[config.mk]
export PLATFORM = sky130hd
export DESIGN_NAME = mrfc_front
export DESIGN_NICKNAME = d
export VERILOG_FILES = /design/src/rtl/mrfc_pkg.sv /design/src/rtl/mrfc_front.sv
export SDC_FILE = /design/constraint.sdc
export NUM_CORES = 1
export LEC_CHECK = 0
export ABC_CLOCK_PERIOD_IN_PS = 4600
export BUFFER_PORTS_ARGS = -buffer_cell sky130_fd_sc_hd__buf_2
export CORE_UTILIZATION = 54
export DETAILED_ROUTE_END_ITERATION = 8
export PLACE_DENSITY = 0.75
export SLEW_MARGIN = 0
export SYNTH_ARGS = -nofsm -noshare
export SYNTH_HDL_FRONTEND = slang
export SYNTH_SLANG_ARGS = --single-unit
[constraint.sdc]
create_clock -name aclk -period 4.6 [get_ports aclk]
set_clock_uncertainty 0.2 [all_clocks]
set_input_delay 0 -clock aclk [delete_from_list [all_inputs] [get_ports aclk]]
set_output_delay 0 -clock aclk [all_outputs]
set_load 0.005 [all_outputs]
[src/rtl/mrfc_pkg.sv]
// Shared types and constants of the Modbus response frame checker.
// No dependencies.
package mrfc_pkg;

    // command codes on s_tuser
    localparam logic [1:0] CMD_START = 2'd0;
    localparam logic [1:0] CMD_BYTE  = 2'd1;
    localparam logic [1:0] CMD_TICK  = 2'd2;

    // status codes
    localparam logic [1:0] ST_OK      = 2'd0;
    localparam logic [1:0] ST_CRC     = 2'd1;
    localparam logic [1:0] ST_TIMEOUT = 2'd2;

    localparam logic [15:0] CRC_INIT   = 16'hFFFF;
    localparam logic [15:0] CRC_POLY   = 16'hA001;
    localparam logic [8:0]  START_LEN  = 9'd5;
    localparam logic [8:0]  HEADER_LEN = 9'd3;
    localparam logic [3:0]  RETRY_MAX  = 4'd15;
    localparam logic [3:0]  RETRY_RST  = 4'd3;

    // one result item
    typedef struct packed {
        logic       kind;
        logic [7:0] data_byte;
        logic [7:0] byte_index;
        logic [1:0] status;
        logic [8:0] frame_length;
        logic       last;
    } res_t;

    // front to queue
    typedef struct packed {
        logic push;
        res_t res;
    } push_t;

    // queue to back
    typedef struct packed {
        logic not_empty;
        res_t res;
    } head_t;

endpackage

[src/rtl/mrfc_front.sv]
// Front end: accepts commands and bytes, keeps the frame state and CRC,
// and classifies each byte into a result for the queue. Uses mrfc_pkg.
module mrfc_front (
    input  logic                aclk,
    input  logic                aresetn,
    input  logic                in_valid,
    input  logic [1:0]          in_cmd,
    input  logic [7:0]          in_byte,
    output logic                in_ready,
    input  logic                cfg_valid,
    input  logic [3:0]          cfg_data,
    input  logic                q_full,
    output mrfc_pkg::push_t     q_push
);

    logic        active_reg, active_next;
    logic [8:0]  rcvd_reg, rcvd_next;
    logic [8:0]  exp_reg, exp_next;
    logic [15:0] crc_reg, crc_next;
    logic [7:0]  crc_lo_reg, crc_lo_next;
    logic [3:0]  retry_reg, retry_next;
    logic [3:0]  max_retries_reg;

    logic        accept;
    logic [9:0]  pos_ext;
    logic [9:0]  exp_eff;
    logic [8:0]  exp_hdr;
    logic [15:0] crc_upd;
    logic [3:0]  retry_inc;
    logic [8:0]  idx_full;

    // reflected CRC-16, one byte per call, bit steps unrolled
    function automatic logic [15:0] crc_byte(input logic [15:0] c_in,
                                             input logic [7:0] b);
        logic [15:0] c;
        c = c_in ^ {8'h00, b};
        for (int k = 0; k < 8; k++) begin
            if (c[0]) begin
                c = (c >> 1) ^ mrfc_pkg::CRC_POLY;
            end else begin
                c = c >> 1;
            end
        end
        return c;
    endfunction

    assign in_ready  = !q_full;
    assign accept    = in_valid && in_ready;
    assign pos_ext   = {1'b0, rcvd_reg};
    assign exp_hdr   = mrfc_pkg::HEADER_LEN + {1'b0, in_byte} + 9'd2;
    assign exp_eff   = (rcvd_reg == 9'd2) ? {1'b0, exp_hdr} : {1'b0, exp_reg};
    assign crc_upd   = crc_byte(crc_reg, in_byte);
    assign retry_inc = (retry_reg == mrfc_pkg::RETRY_MAX) ? retry_reg : retry_reg + 4'd1;
    assign idx_full  = rcvd_reg - mrfc_pkg::HEADER_LEN;

    always_comb begin
        active_next = active_reg;
        rcvd_next   = rcvd_reg;
        exp_next    = exp_reg;
        crc_next    = crc_reg;
        crc_lo_next = crc_lo_reg;
        retry_next  = retry_reg;
        q_push      = '0;
        if (accept) begin
            case (in_cmd)
                mrfc_pkg::CMD_START: begin
                    active_next = 1'b1;
                    rcvd_next   = '0;
                    exp_next    = mrfc_pkg::START_LEN;
                    crc_next    = mrfc_pkg::CRC_INIT;
                    crc_lo_next = '0;
                    retry_next  = '0;
                end
                mrfc_pkg::CMD_BYTE: begin
                    if (active_reg) begin
                        rcvd_next = rcvd_reg + 9'd1;
                        exp_next  = exp_eff[8:0];
                        // CRC covers all but the two trailing CRC bytes
                        if (pos_ext + 10'd2 < {1'b0, exp_reg}) begin
                            crc_next = crc_upd;
                        end
                        if (pos_ext + 10'd1 == exp_eff) begin
                            active_next                 = 1'b0;
                            q_push.push                 = 1'b1;
                            q_push.res.kind             = 1'b1;
                            q_push.res.last             = 1'b1;
                            q_push.res.frame_length     = rcvd_next;
                            q_push.res.status = ({in_byte, crc_lo_reg} == crc_next) ?
                                                mrfc_pkg::ST_OK : mrfc_pkg::ST_CRC;
                        end else if (pos_ext + 10'd2 == exp_eff) begin
                            crc_lo_next = in_byte;
                        end else if (rcvd_reg >= mrfc_pkg::HEADER_LEN) begin
                            q_push.push           = 1'b1;
                            q_push.res.data_byte  = in_byte;
                            q_push.res.byte_index = idx_full[7:0];
                        end
                    end
                end
                mrfc_pkg::CMD_TICK: begin
                    if (active_reg) begin
                        retry_next = retry_inc;
                        if (retry_inc >= max_retries_reg) begin
                            active_next             = 1'b0;
                            q_push.push             = 1'b1;
                            q_push.res.kind         = 1'b1;
                            q_push.res.last         = 1'b1;
                            q_push.res.status       = mrfc_pkg::ST_TIMEOUT;
                            q_push.res.frame_length = rcvd_reg;
                        end
                    end
                end
                default: begin
                end
            endcase
        end
    end

    always_ff @(posedge aclk) begin
        if (!aresetn) begin
            active_reg      <= 1'b0;
            rcvd_reg        <= '0;
            exp_reg         <= mrfc_pkg::START_LEN;
            crc_reg         <= mrfc_pkg::CRC_INIT;
            crc_lo_reg      <= '0;
            retry_reg       <= '0;
            max_retries_reg <= mrfc_pkg::RETRY_RST;
        end else begin
            active_reg <= active_next;
            rcvd_reg   <= rcvd_next;
            exp_reg    <= exp_next;
            crc_reg    <= crc_next;
            crc_lo_reg <= crc_lo_next;
            retry_reg  <= retry_next;
            if (cfg_valid) begin
                max_retries_reg <= cfg_data;
            end
        end
    end

endmodule

==> results of run 1 <==
path summary, 6_finish.rpt:
path                               startpoint       endpoint
worst max-delay path              rcvd_reg[0]     q_push[27]
worst min-delay path                  aresetn     crc_reg[3]
worst max register to register    rcvd_reg[0]     active_reg
worst min register to register  crc_lo_reg[6]  crc_lo_reg[6]
routing by layer:
metal | global-route usage | vias up | part of all wire | wire (um)
met1 | 0.3504 | 2001 | 0.43 | 4978
met3 | 0.04858 | 26 | 0.072 | 833
met4 | 0.09392 | 0 | 0.019 | 223
li1 | - | 2037 | - | -
met2 | 0.4710 | 167 | 0.48 | 5553
met5 | 0 | - | 0 | 0
area by class of cell:
type / instances / area [um2] / share of cell area
repair buffers: 75 / 498.0 / 0.1022
multi-input cells: 439 / 2982 / 0.6120
clock inverters: 3 / 46.29 / 0.009502
flip-flops and latches: 51 / 1026 / 0.2106
clock buffers: 5 / 68.82 / 0.01412
inverters: 33 / 123.9 / 0.02542
well taps: 102 / 127.6 / 0.02619
placed cells by master (no fill, tap or decap), types with 16 or more instances in the layout:
master,instances
and2_1,16
ha_1,23
nor2b_1,16
xor2_1,29
xnor2_1,44
dlygate4sd3_1,18
inv_1,33
o22ai_1,18
buf_2,49
a21oi_1,31
nor2_1,37
nand2_1,65
o21ai_0,18
dfxtp_1,47
through the flow:
step,power (W),std cells,setup slack [ns]
after floorplan,0.0005649,557,1.134
after global placement,0.0005974,680,0.4232
after detailed placement,0.0005992,680,0.4091
after CTS,0.0009470,706,0.03941
after global routing,0.0009744,708,0.02473
final,0.0009413,708,0.1726
synth_stat cells (15+ instances only):
| cell | count |
|---|---|
| o22ai_1 | 18 |
| ha_1 | 23 |
| nand2_1 | 65 |
| a21oi_1 | 31 |
| nor2_1 | 37 |
| nor2b_1 | 16 |
| nand3_1 | 15 |
| xor2_1 | 29 |
| and2_1 | 16 |
| o21ai_0 | 18 |
| inv_1 | 33 |
| clkbuf_1 | 22 |
| xnor2_1 | 44 |
| dfxtp_1 | 51 |
power by group:
group | total, W | switching, W | internal, W
Combinational | 0.000152 | 0.0000881 | 0.0000642
Sequential | 0.000453 | 0.00000631 | 0.000447
Clock | 0.000336 | 0.000171 | 0.000164
Total | 0.000941 | 0.000266 | 0.000676
logic make-up after synthesis:
| family | count (synthesis) | share of synthesized area |
|---|---|---|
| AO/OA/AOI/OAI | 128 | 0.2047 |
| XOR/XNOR | 73 | 0.1490 |
| adder cells (fa/ha/maj) | 23 | 0.06708 |
| buffers and inverters | 67 | 0.07232 |
| flip-flops | 51 | 0.2380 |
| multiplexers | 15 | 0.03558 |
| AND/OR/NAND/NOR | 200 | 0.2333 |
worst reg2reg max path, delay by kind of cell, from the launching register on:
kind / cells / cell delay (ns)
compound gates: 2 / 0.32
fa+ha+maj: 1 / 0.24
buf+inv: 2 / 0.43
flops: 1 / 0.45
mux: 2 / 0.63
simple gates: 4 / 1.45
what timing repair did:
action                                  CTS  global route
hold buffers                             18             0
buffers inserted                          0             2
endpoints found under the hold margin    16             0
resized for setup                         0             9
endpoints found under the setup margin    0            25
==> summary.md, run 1 <==
| Metric | Value |
|---|---|
| Boundary Pins | `50` |
| Netlist Area Pre-Place | `4290 um2` |
| Ratio of final minimum period to clock period | `0.9625` |
| Area fraction of the dominant cell type after synthesis | `0.2380` |
| Post-synthesis register bit count | `51` |
| Gpl congestion | `0.9503` |
| TritonCTS clock tree | `done` |
| Starting density of the core | `0.5581` |
| Hold Path Stages | `2` |
| Share of layout cells above drive strength 1 | `0.1485` |
| H-tree depth reported by CTS | `2` |
| Via count of the first global-routing pass | `3937` |
| Power density over the cells | `between 150 and 200 nW/um2` |
| Clock insertion delay at the later pin of the skew report | `0.32 ns` |
| Routed WL per cell | `roughly 16 um` |
| Per-cell via count in the routed design | `5.976` |
| Dominant cells by area after synthesis | `dfxtp_1 24%, xnor2_1 9.0%, ha_1 6.7%` |
| Final WL | `roughly 12 mm` |
| Final net count | `647` |
| Max capacitance violation total | `0` |
| Die area | `8306 um2` |
| DP Wirelength | `about 8.3 mm` |
| Initial antenna violation count | `0` |
| Endpoint required time on the critical path | `4.40 ns` |
| Critical Path Fanout Max | `11` |
| Routed Antenna Nets | `0` |
| Chip height | `91.14 um` |
| DRC Markers | `0` |
| Final Slew Violations | `0` |
| Worst hold slack after final layout | `-0.02174 ns` |
| Port Buf Inserts | `49` |
| Count of different cell masters after synthesis | `62` |
| Number of instances in the synthesized netlist | `roughly 560` |
| Rel. slew slack | `0.3187` |
| Via total after detailed routing | `approximately 4200` |
| Run status | `complete, but fails checks` |
| Mapped Avg Cell Area | `7.703 um2` |
| GRT overflow | `0` |
| First-pass GRT wire length | `18.60 mm` |
| Clock root buffer | `clkbuf_8` |
| Nature of the critical path startpoint | `flip-flop` |
| Kind of cell adding the most delay to the critical path | `simple AND/OR/NAND/NOR gates` |
| Setup violations, final | `0` |
| Synthesis-to-finish area growth | `13.56%` |
| Std-Cell Core Area | `7687 um2` |
| Final total negative setup slack | `0 ns` |
| Total number of placement rows | `32` |
| Flip-flop cell with the highest count after synthesis | `dfxtp_1` |
| Maximum vdd ir drop | `0.1593 mV` |
| Unrepaired setup endpoints after global routing | `false` |
| Critical Path Stages | `12` |
| Final standard cell area without fillers | `4872 um2` |
| Max FFs per register | `16` |
| Fillers | `706` |
| Clock transition at the registers of the reported paths | `between 0.1 and 0.15 ns` |
| Sink count of the clock tree | `51` |
| Warnings from Yosys | `0` |
| Actual slew at the worst max-slew pin | `approximately 1.0 ns` |
| Cell area reported after detailed placement | `4527 um2` |
| Post-synth top area cell | `dfxtp_1` |
| Slack of the worst reg-to-reg path | `a little under 0.8 ns` |
| Number of antenna cells inserted | `0` |
| P_leak | `2.005 nW` |
| Hold WC Path Type | `in -> reg` |
| Class of the most critical setup path | `reg -> out` |
| Highest-delay cell along the critical path | `nor4_1` |
| Maximum number of pins on one net before global-route repair | `48` |
| Time the final worst path needs with I/O delays and setup | `around 4.4 ns` |
| Syn_nets | `roughly 600` |
| WP buf/inv | `3` |
| Number of clock buffers inserted by TritonCTS | `5` |
| FMAX | `225.9 MHz` |
| Proportion of register bits with asynchronous set or reset after synthesis | `0` |
| Data arrival time of the worst path | `roughly 4.2 ns` |
| GRT Total Usage | `0.2764` |
| Max Root-Sink Buffers | `2` |
| Fraction of the yosys area taken by sequential cells | `0.2380` |
| Crit path largest cell delay | `0.65 ns` |
| Number of iterations in the first detailed-routing pass | `5` |
| Worst path cell trace | `inv_1 > ha_1 > or3b_2 > nor3_4 > buf_12 > mux2i_1 > mux2i_1 > nand3_1 > nor4_1 > nor4_1 > and2_1 > buf_2` |
| Endpoint kind of the worst setup timing path | `output port` |
| Final hold violation count | `8` |
| EDFF count, synth | `0` |
| Final core occ | `0.6338` |
| Number of cell instances on the worst register-to-register path | `11` |
| Iter 0 DRT Violations | `between 200 and 300` |
| Violated checks | `negative hold slack` |
| Die Span X | `91.14 um` |
No activity file was read; power rests on OpenSTA's default activity.
==> run 2, diff against run 1 <==
--- a/config.mk
+++ b/config.mk
@@ -7,9 +7,8 @@
 export LEC_CHECK = 0
 export ABC_CLOCK_PERIOD_IN_PS = 4600
 export BUFFER_PORTS_ARGS = -buffer_cell sky130_fd_sc_hd__buf_2
-export CORE_UTILIZATION = 54
+export CORE_UTILIZATION = 36
 export DETAILED_ROUTE_END_ITERATION = 8
-export PLACE_DENSITY = 0.75
 export SLEW_MARGIN = 0
 export SYNTH_ARGS = -nofsm -noshare
 export SYNTH_HDL_FRONTEND = slang
==> run 2 against run 1 <==
The run now ends clean. Critical endpoint is now q_push[10]. Largest power group unchanged. Hold slack better by 0.023 ns. Global-route usage is 7.8 points lower. Core utilization is 21 points lower.
==> summary.md, run 2 (same netlist as run 1, synthesis figures left out) <==
| Metric | Value |
|---|---|
| Routed wl met2 | `5.832 mm (+5.0%)` |
| Number of clock buffers inserted by TritonCTS | `5 (unchanged)` |
| Worst hold slack after final layout | `0.001147 ns (+0.02288 ns)` |
| FMAX | `228.9 MHz (+1.3%)` |
| Leading cell type in the layout, fill and taps excluded | `nand2_1` |
| P_leak | `2.023 nW (+0.89%)` |
| Maximum vdd ir drop | `0.1416 mV (-11%)` |
| Die Span X | `111.2 um (+22%)` |
| Port Buf Inserts | `49 (unchanged)` |
| Slack of the worst reg-to-reg path | `0.87 ns (+0.08 ns)` |
| Endpoint kind of the worst setup timing path | `output port` |
| Number of cell instances on the worst register-to-register path | `12 (+1)` |
| Met3 wire length | `493 um (-41%)` |
| First-pass GRT wire length | `19.69 mm (+5.8%)` |
| Ratio of final minimum period to clock period | `0.9499 (-0.01255)` |
| Hold WC Path Type | `in -> reg` |
| Setup violations, final | `0 (unchanged)` |
| Maximum number of pins on one net before global-route repair | `48 (unchanged)` |
| Per-cell via count in the routed design | `5.467 (-8.5%)` |
| Data arrival time of the worst path | `4.17 ns (-0.06 ns)` |
| Via total after detailed routing | `4089 (-3.4%)` |
| Max Root-Sink Buffers | `2 (unchanged)` |
| Clock transition at the registers of the reported paths | `0.07 ns (-0.04 ns)` |
| Final net count | `646 (-0.15%)` |
| DRC Markers | `0 (unchanged)` |
| Hold Path Stages | `5 (+3)` |
| Routed Antenna Nets | `0 (unchanged)` |
| Clock root buffer | `clkbuf_16` |
| Via count of the first global-routing pass | `3922 (-0.38%)` |
| Final hold violation count | `0 (-8)` |
| Nature of the critical path startpoint | `flip-flop` |
| Boundary Pins | `50 (unchanged)` |
| Unrepaired setup endpoints after global routing | `false` |
| Final WL | `12.13 mm (+4.7%)` |
| Share of layout cells above drive strength 1 | `0.1405 (-0.008019)` |
| Starting density of the core | `0.3726 (-0.1856)` |
| Number of iterations in the first detailed-routing pass | `4 (-1)` |
| Die area | `12360 um2 (+49%)` |
| Worst R2R Start | `rcvd_reg[2]` |
| Leading cell types in the layout, fill and taps excluded | `65 x nand2_1, 50 x dfxtp_1, 49 x buf_2` |
| Actual slew at the worst max-slew pin | `0.8192 ns (-0.1934 ns)` |
| GRT overflow | `0 (unchanged)` |
| Final total negative setup slack | `0 ns (unchanged)` |
| Synthesis-to-finish area growth | `14.99%` |
| Initial antenna violation count | `0 (unchanged)` |
| Routed WL per cell | `16.22 um (-0.89%)` |
| GRT Total Usage | `0.1983 (-0.07808)` |
| Hold Path Sink | `retry_reg[1]` |
| DP Wirelength | `8.876 mm (+7.2%)` |
| Number of antenna cells inserted | `0 (unchanged)` |
| Setup repair bufs after CTS | `0 (unchanged)` |
| Run status | `completed` |
| M1 wire length | `5.576 mm (+12%)` |
| Worst r2r dst | `crc_reg[0]` |
| Top layer reached by signal wires | `met4` |
| Sink count of the clock tree | `51 (unchanged)` |
| Chip height | `111.2 um (+22%)` |
| Time the final worst path needs with I/O delays and setup | `4.370 ns (-0.05774 ns)` |
| Startpoint of the most critical hold path | `q_full` |
| Critical Path Fanout Max | `11 (unchanged)` |
| Clock insertion delay at the later pin of the skew report | `0.30 ns (-0.02 ns)` |
| Power density over the cells | `206.4 nW/um2 (+6.9%)` |
| Max FFs per register | `16 (unchanged)` |
| Final standard cell area without fillers | `4933 um2 (+1.3%)` |
| Class of the most critical setup path | `reg -> out` |
| TritonCTS clock tree | `done` |
| Iter 0 DRT Violations | `181 (-38%)` |
| Endpoint required time on the critical path | `4.40 ns (about the same)` |
| Total number of placement rows | `39 (+22%)` |
| Final Slew Violations | `0 (unchanged)` |
| Cell area reported after detailed placement | `4593 um2 (+1.5%)` |
| Max capacitance violation total | `0 (unchanged)` |
| Std-Cell Core Area | `11520 um2 (+50%)` |
| Gpl congestion | `0.9163 (-3.6%)` |
| H-tree depth reported by CTS | `2 (unchanged)` |
| Rel. slew slack | `0.4538 (+0.1351)` |
-- run 2: routing by layer --
metal	GRT usage	up-vias
met5	0	-
met4	0.06757	0
met3	0.02843	15
met2	0.3325	89
met1	0.2592	1951
li1	-	2034
-- run 2: area by class of cell --
class | count | area, um2
fill | 1207 | 6583
timing repair buffer | 74 | 475.5
sequential | 51 | 1022
clock buffer | 7 | 152.6
clock inverter | 1 | 7.507
tap | 143 | 178.9
inverter | 33 | 123.9
multi-input combinational | 439 | 2973
-- run 2: critical path, cell delays in order, from the launching register on --
cell and delay, ns:
dfxtp_1 0.42, inv_1 0.23, ha_1 0.19, or3b_2 0.47, nor3_4 0.36, mux2i_1 0.44, xnor2_1 0.20, nand4_1 0.12
or4b_4 0.57, or2_1 0.47, a31oi_4 0.25, buf_2 0.14
-- run 2: what timing repair did --
action,4_1_cts,5_1_grt
hold buffers,17,0
gates resized for setup,0,3
hold endpoints to repair,13,0
endpoints found under the setup margin,0,1
-- run 2: report_power, final --
| group | switching [W] | leakage (nW) | internal (W) |
|---|---|---|---|
| Combinational | 0.0000870 | 1.53 | 0.0000640 |
| Sequential | 0.00000615 | 0.413 | 0.000447 |
| Clock | 0.000182 | 0.0761 | 0.000232 |
-- run 2: metrics by stage --
step                      total power, W  setup WS [ns]  utilization  instances
after floorplan                0.0005649          1.134            -        557
after global routing            0.001058        0.02199       0.4284        748
final                           0.001018         0.2304       0.4284        748
after CTS                       0.001033         0.2229       0.4275        748
after detailed placement       0.0006010         0.5704       0.3988        723
after global placement         0.0005999         0.7009       0.3988        723
-- run 2: worst max path at each step --
stage	from	end
after floorplan	rcvd_reg[1]	q_push[10]
after global placement	rcvd_reg[0]	q_push[10]
after detailed placement	rcvd_reg[0]	q_push[10]
after CTS	rcvd_reg[0]	q_push[10]
after global routing	rcvd_reg[0]	q_push[10]
final	rcvd_reg[0]	q_push[10]
